### src/hdl/sorted_list_insert_delete_read_macros.svh
// Assertion macros for the sorted list block.
// Used by the top level; relies on signals named clock and reset in the including module.
`ifndef SORTED_LIST_INSERT_DELETE_READ_MACROS_SVH
`define SORTED_LIST_INSERT_DELETE_READ_MACROS_SVH
`ifndef ASSERT_OFF
`define SL_ASSERT_ALWAYS(label, expr, msg) \
   label: assert property (@(posedge clock) disable iff (reset) (expr)) else $error(msg);
`define SL_ASSERT_IMPLY(label, ante, cons, msg) \
   label: assert property (@(posedge clock) disable iff (reset) (ante) |=> (cons)) \
      else $error(msg);
`else
`define SL_ASSERT_ALWAYS(label, expr, msg)
`define SL_ASSERT_IMPLY(label, ante, cons, msg)
`endif
`endif

### src/hdl/sl_pkg.sv
// Package for the sorted list block: sizes, action and status codes, cell control type.
// No dependencies.
`timescale 1ns / 1ps
`default_nettype none
package sl_pkg;
   localparam int DEPTH    = 64;
   localparam int IDX_W    = $clog2(DEPTH);
   localparam int CNT_W    = $clog2(DEPTH + 1);
   localparam int VAL_W    = 32;
   localparam int ACT_W    = 2;
   localparam int POS_W    = 7;
   localparam int ST_W     = 2;
   localparam int CMP_W    = (CNT_W > POS_W) ? CNT_W : POS_W;
   localparam int REQ_W    = 48;
   localparam int RSP_W    = 48;

   localparam logic [ACT_W-1:0] ACT_INSERT = 2'd0;
   localparam logic [ACT_W-1:0] ACT_DELETE = 2'd1;
   localparam logic [ACT_W-1:0] ACT_READ   = 2'd2;

   localparam logic [ST_W-1:0] ST_DONE      = 2'd0;
   localparam logic [ST_W-1:0] ST_NOT_FOUND = 2'd1;
   localparam logic [ST_W-1:0] ST_EMPTY     = 2'd2;
   localparam logic [ST_W-1:0] ST_FULL      = 2'd3;

   typedef struct packed {
      logic                    insert_en;
      logic                    delete_en;
      logic signed [VAL_W-1:0] new_value;
      logic [CMP_W-1:0]        pos_idx;
      logic [CMP_W-1:0]        count;
   } cell_ctrl_type;
endpackage
`default_nettype wire

### src/hdl/sl_cell.sv
// One cell of the sorted row: holds one entry, shifts right on insert, left on delete.
// Depends on sl_pkg.
`timescale 1ns / 1ps
`default_nettype none
module sl_cell (
   input  wire                           clock,
   input  wire sl_pkg::cell_ctrl_type    ctrl,
   input  wire [sl_pkg::IDX_W-1:0]       cell_index,
   input  wire signed [sl_pkg::VAL_W-1:0] left_entry,
   input  wire                           left_after,
   input  wire signed [sl_pkg::VAL_W-1:0] right_entry,
   output logic signed [sl_pkg::VAL_W-1:0] entry,
   output logic                          after,
   output logic [sl_pkg::VAL_W-1:0]      read_data
);
   import sl_pkg::*;

   logic signed [VAL_W-1:0] entry_ff, entry_in;
   logic                    occupied;
   logic                    at_pos;
   logic                    past_pos;

   assign occupied = CMP_W'(cell_index) < ctrl.count;
   assign after    = !occupied || (entry_ff >= ctrl.new_value);
   assign at_pos   = CMP_W'(cell_index) == ctrl.pos_idx;
   assign past_pos = CMP_W'(cell_index) >= ctrl.pos_idx;

   always_comb begin
      entry_in = entry_ff;
      if (ctrl.insert_en) begin
         if (left_after) begin
            entry_in = left_entry;
         end else if (after) begin
            entry_in = ctrl.new_value;
         end
      end else if (ctrl.delete_en && past_pos) begin
         entry_in = right_entry;
      end
   end

   always_ff @(posedge clock) begin
      entry_ff <= entry_in;
   end

   assign entry     = entry_ff;
   assign read_data = at_pos ? entry_ff : '0;
endmodule
`default_nettype wire

### config.mk
export PLATFORM = sky130hd
export DESIGN_NAME = sl_cell
export DESIGN_NICKNAME = d
export VERILOG_FILES = /design/src/hdl/sorted_list_insert_delete_read_macros.svh /design/src/hdl/sl_pkg.sv /design/src/hdl/sl_cell.sv
export SDC_FILE = /design/constraint.sdc
export NUM_CORES = 1
export LEC_CHECK = 0
export BUFFER_PORTS_ARGS = -buffer_cell sky130_fd_sc_hd__buf_4
export CELL_PAD_IN_SITES_DETAIL_PLACEMENT = 1
export CELL_PAD_IN_SITES_GLOBAL_PLACEMENT = 1
export CORE_ASPECT_RATIO = 0.75
export CORE_MARGIN = 3
export CORE_UTILIZATION = 28
export CTS_CLUSTER_SIZE = 40
export DETAILED_ROUTE_END_ITERATION = 7
export HOLD_SLACK_MARGIN = 0.05
export PLACE_DENSITY = 0.78
export SKIP_LAST_GASP = 1
export SYNTH_ARGS = -nofsm -noshare
export SYNTH_HDL_FRONTEND = slang
export SYNTH_SLANG_ARGS = --single-unit
### constraint.sdc
create_clock -name clock -period 4.4 [get_ports clock]
set_input_delay 0.44 -clock clock [delete_from_list [all_inputs] [get_ports clock]]
set_output_delay 0.44 -clock clock [all_outputs]
set_load 0.05 [all_outputs]
==> results.md, run 1 <==
- Status: complete, no violations
- VDD IR-drop max: 133 µV
- CTS H-Tree Depth: 2
- Final period utilization: 0.737
- DIE WIDTH: 126 µm
- Worst Skew: 0.0105 ns
- Worst hold stages: 3
- Post-CTS setup buffer count: 0
- CP max stage delay: 0.48 ns
- Synth Flop Type: edfxtp_1
- N_diodes: 0
- Worst setup path startpoint: entry[31]
- DR pass1 iterations: 4
- Cell Rows: 32
- RD Place Congestion: 0.799
- Register-to-register setup slack: 1.33 ns
- Fin. Hold Viols: 0
- Area Overhead vs Synth: 56.4%
- Clock buffer count from CTS: 5
- CTS tree: built
- Synthesis Warnings: 0
- DP HPWL: 8510 µm
- Synth top area share: 0.320
- DRT iter0 DRCs: 67
- Top cells by count, synth: a21oi_1, inv_1, ha_1, nor2_1
- Crit path DAT: 2.80 ns
- Maximum net fanout on the critical path: 5
- Initial Util: 0.290
- Netlist cell types: 35
- Via Count: 3129
- Remaining Overflow, GRT: 0
- Pre-CTS setup slack: 1.22 ns
- Dominant cells by area after synthesis: edfxtp_1, ha_1, mux2i_1, a21oi_1, and2_1
- Slew Limit Fails: 0
- Startpoint Class: register
- First-pass GRT wire length: 16200 µm
- Max-cap violations: 0
- #FFs+latches synth: 32
- Final setup TNS: 0 ns
- Post-CTS Hold Fix Bufs: 0
- Worst reg2reg startpoint: entry[31]
- Die span in y: 95.7 µm
- Core box area: 10400 µm²
- Final net count: 683
- Placed insts: 649
- Avg Cell Area, Syn: 8.84 µm²
- Total power: 1.26 mW
- Post-CTS sizing: 0
- CP max stage cell: nor4_2
- DIE AREA: 12000 µm²
- Layout cells sized above 1: 0.384
- HP Class: in2reg
- Most frequent cell after synthesis: a21oi_1
- Cells after synthesis: 340
- Max reg flops: 32
- Slew of the pin with the lowest slew margin: 0.672 ns
- Async S/R FF share, synth: 0
- Reg2Reg Capture Point: entry[11]
- Clock period minus worst slack: 3.24 ns
- Mapped Nets: 503
- CP Capture Type: primary output
- CTS sink cnt: 32
- Sequential area share after synthesis: 0.320
- Routed WL: 10300 µm
- Yosys top cell by area: edfxtp_1
- Req. time, crit path: 3.96 ns
- Fin cells: 657
- Final setup fails: 0
- Master cell of the clock root buffer: clkbuf_16
- Min-Delay Endpoint: entry[7]
- RSZ-0062 raised after global routing: false
- Num ports: 185
- Final antenna-violating net count: 0
- CTS clk-pin slew, worst paths: 0.06 ns
- Final setup margin: 1.16 ns
- Leakage dissipation: 2.45 nW
- Max-slew headroom: 0.552
- Gr usage total: 0.167
- Initial antenna violation count: 0
- Largest net degree at the start of global routing: 67
- Crit-path cells: ha_1 > nand4_2 > nor4_2 > or3b_1 > and2_4 > o21ai_0 > buf_4
- Number of synthesized flops with an enable pin: 32
- Vias in the first global route: 3229
- Vias per cell: 4.76
- Skew-Pair Late Insertion Delay: 0.28 ns
- DR WL/cell: 15.7 µm
- PwrDens: 268 nW/µm²
- Hold Startpoint: right_entry[7]
- PortBufs: 184
- Max Fclk: 308 MHz
- Maximum clock path buffer count: 2
- R2r worst-path depth: 8
- Syn Std Cell Area: 3000 µm²
- DR DRC count: 0
- Setup Crit Path Kind: reg2out
[cells by family after synthesis]
group,after synthesis,share of synthesized area
AND/OR/NAND/NOR,103,0.186
multiplexers,32,0.107
AO/OA/AOI/OAI,70,0.132
adder cells (fa/ha/maj),43,0.179
buffers and inverters,60,0.0762
flip-flops,32,0.320
[metrics by stage]
step	area (µm²)	hold slack, ns	utilization
floorplan	3010	0.666	-
detailed placement	4540	0.766	0.437
global placement	4540	0.758	0.437
CTS	4700	0.479	0.453
finish	4700	0.483	0.453
global route	4700	0.491	0.453
[area by class of cell]
cell class,count,area [µm²]
Clock buffer,5,125
Multi-Input combinational cell,248,1830
Clock inverter,3,37.5
Tap cell,136,170
Fill cell,1238,5670
Inverter,46,173
Timing Repair Buffer,187,1400
Sequential cell,32,961
[per-layer routing]
| layer | up-vias | part of all wire | GRT usage |
|---|---|---|---|
| li1 | 1558 | - | - |
| met1 | 1451 | 0.44 | 0.214 |
| met2 | 116 | 0.48 | 0.293 |
| met3 | 4 | 0.076 | 0.0405 |
| met4 | 0 | 0.0047 | 0.0289 |
| met5 | - | 0 | 0 |
[critical path, delay by kind of cell (launching register included)]
family,cells,cell delay (ns)
DFF,1,0.44
and+or+nand+nor,4,1.29
buffers and inverters,1,0.26
adders and majority gates,1,0.42
AOI/OAI and AO/OA,1,0.12
[power by group]
group | leakage, nW | switching (mW) | internal [mW]
clock network | 0.0789 | 0.133 | 0.263
logic | 2.06 | 0.267 | 0.193
registers | 0.308 | 0.0258 | 0.378
total | 2.45 | 0.426 | 0.834
[cells in the final DEF, fill, tap and decap left out, drive strengths merged]
cell type	instances
nand2	9
and4	2
o31a	1
clkinv	2
o21ai	6
mux2i	32
a31oi	2
nor3	3
o2111a	1
nand4b	1
and2	32
inv	46
o211ai	2
or3b	1
nand3	3
o41a	1
nor2b	4
bufinv	1
nor4	3
nand4	7
a21oi	49
o22a	1
nand2b	2
and3b	1
buf	187
edfxtp	32
a21o	4
nor2	34
o21a	1
ha	43
clkbuf	5
and3	1
a211oi	2
[worst max path at each step]
stage | end | cells after the start
final | after | 7
after global routing | after | 7
after CTS | after | 7
after detailed placement | entry[13] | 10
after global placement | entry[17] | 10
after floorplan | entry[0] | 7
Note: power is estimated with default switching activity, not from simulation.
==> inputs of run 2 (changes only) <==
--- a/config.mk
+++ b/config.mk
@@ -10,11 +10,11 @@
 export CELL_PAD_IN_SITES_GLOBAL_PLACEMENT = 1
 export CORE_ASPECT_RATIO = 0.75
 export CORE_MARGIN = 3
-export CORE_UTILIZATION = 28
+export CORE_UTILIZATION = 31
 export CTS_CLUSTER_SIZE = 40
 export DETAILED_ROUTE_END_ITERATION = 7
 export HOLD_SLACK_MARGIN = 0.05
-export PLACE_DENSITY = 0.78
+export PLACE_DENSITY = 0.82
 export SKIP_LAST_GASP = 1
 export SYNTH_ARGS = -nofsm -noshare
 export SYNTH_HDL_FRONTEND = slang
==> constraint.sdc (replaced) <==
create_clock -name clock -period 3.4 [get_ports clock]
set_input_delay 0.34 -clock clock [delete_from_list [all_inputs] [get_ports clock]]
set_output_delay 0.34 -clock clock [all_outputs]
set_load 0.05 [all_outputs]
==> results.md, run 2 (same netlist as run 1, synthesis figures left out) <==
- Status: complete, no violations
- Clock power share: 0.307
- Highest routed layer: met4
- Die span in y: 91.3 µm
- Largest net degree at the start of global routing: 35
- CTS H-Tree Depth: 2
- Skew-Pair Late Insertion Delay: 0.27 ns
- Num ports: 185
- Routed length on met1: 4520 µm
- Final Util: 0.509
- DIE AREA: 10900 µm²
- Hold Slack: 0.388 ns
- DRT iter0 DRCs: 45
- DIE WIDTH: 120 µm
- Via Count: 3106
- CP Capture Type: primary output
- Sw power: 539 µW
- Clock period minus worst slack: 2.93 ns
- PortBufs: 184
- Initial antenna violation count: 0
- Max-cap violations: 0
- Area Overhead vs Synth: 56.6%
- Remaining Overflow, GRT: 0
- CP max stage delay: 0.53 ns
- Final period utilization: 0.862
- Comb power frac: 0.371
- Switching fraction of total power: 0.332
- Fin cells: 651
- N_diodes: 0
- Fin. Hold Viols: 0
- Final antenna-violating net count: 0
- Max-slew headroom: 0.600
- Post-CTS Hold Fix Bufs: 0
- Max reg flops: 32
- P_int: 1.08 mW
- Routed WL: 10300 µm
- Max Fclk: 341 MHz
- DP HPWL: 8840 µm
- PwrDens: 345 nW/µm²
- Setup Crit Path Kind: reg2out
- Req. time, crit path: 3.06 ns
- Startpoint Class: register
- Met2 WL: 4970 µm
- CP top delay family: compound AO/OA/AOI/OAI gates
- CTS clk-pin slew, worst paths: 0.05 ns
- First-pass GRT wire length: 16500 µm
- VDD IR-drop max: 196 µV
- WP buf/inv: 1
- Most frequent cells in the layout: buf_4, a21oi_1, inv_1
- Maximum net fanout on the critical path: 4
- Worst Skew: 0.00439 ns
- Slew Limit Fails: 0
- Gr usage total: 0.188
- Seq. cell area: 961 µm²
- DR pass1 iterations: 4
- Placed insts: 643
- Master cell of the clock root buffer: clkbuf_16
- Crit path DAT: 2.59 ns
- Final net count: 685
- Clock buffer count from CTS: 5
- DR WL met3: 768 µm
- Slew of the pin with the lowest slew margin: 0.600 ns
- Area of the multi-input gates: 1830 µm²
- Core box area: 9230 µm²
- Cell Rows: 30
- CTS tree: built
- Crit-path cells: ha_1 > and4_4 > a21oi_1 > o211ai_1 > o41a_2 > o21a_1 > o21ai_1 > buf_4
- Vias per cell: 4.77
- Flop pwr share: 0.321
- Initial Util: 0.325
- Maximum clock path buffer count: 2
- RD Place Congestion: 0.742
- Leakage dissipation: 2.46 nW
- FILL cells: 1116
- CP max stage cell: o41a_2
- Layout cells sized above 1: 0.388
- Most common cell after layout, fill and taps aside: buf_4
- HP Class: in2reg
- Total power: 1.62 mW
- Post-CTS sizing: 0
- CTS sink cnt: 32
- Post-CTS setup buffer count: 0
- DR DRC count: 0
- DR WL/cell: 15.9 µm
- Final setup TNS: 0 ns
- Vias in the first global route: 3285
- Final setup fails: 0
- RSZ-0062 raised after global routing: false
[run 2: cell types whose count changed in the layout (fill, tap and decap cells not counted)]
| cell | previous run | this run |
|---|---|---|
| clkbuf_1 | 0 | 1 |
| clkinv_1 | 2 | 0 |
| buf_4 | 187 | 189 |
| o21ai_0 | 6 | 5 |
| o21ai_1 | 0 | 1 |
| clkinv_2 | 0 | 1 |
[run 2: worst min-delay path, cell delays in order]
cell and delay, ns:
buf_4 0.08, nor2_1 0.03, a21oi_1 0.10
[run 2: worst paths after layout]
| check | depth (start not counted) | to | slack, ns | startpoint |
|---|---|---|---|---|
| worst min-delay path | 3 | entry[16] | 0.39 | right_entry[16] |
| worst min register to register | 4 | entry[1] | 1.33 | entry[31] |
| worst max register to register | 8 | entry[25] | 0.54 | entry[31] |
| worst max-delay path | 8 | after | 0.47 | entry[14] |
[run 2: per-stage QoR]
step	cell area (µm²)	worst slack, ns
finish	4700	0.469
global placement	4540	0.468
detailed placement	4540	0.482
global route	4700	0.326
floorplan	3020	0.00359
CTS	4700	0.474
[run 2: routing by layer]
metal | up-vias | track usage
li1 | 1554 | -
met2 | 111 | 0.325
met5 | - | 0
met1 | 1435 | 0.237
met3 | 6 | 0.0548
met4 | 0 | 0.0305
[run 2: cell type report]
| class | instances | share of cell area |
|---|---|---|
| sequential | 32 | 0.204 |
| tap | 128 | 0.0340 |
| timing repair buffer | 189 | 0.302 |
| multi-input combinational | 248 | 0.389 |
| inverter | 46 | 0.0367 |
| clock inverter | 2 | 0.00745 |
| clock buffer | 6 | 0.0274 |
[run 2: power groups by stage]
stage	Clock (mW)	Combinational (mW)	Sequential, mW
final	0.499	0.603	0.521
after global routing	0.528	0.662	0.527
after CTS	0.512	0.612	0.522
after detailed placement	0	0.610	0.529
after global placement	0	0.591	0.526
after floorplan	0	0.226	0.652
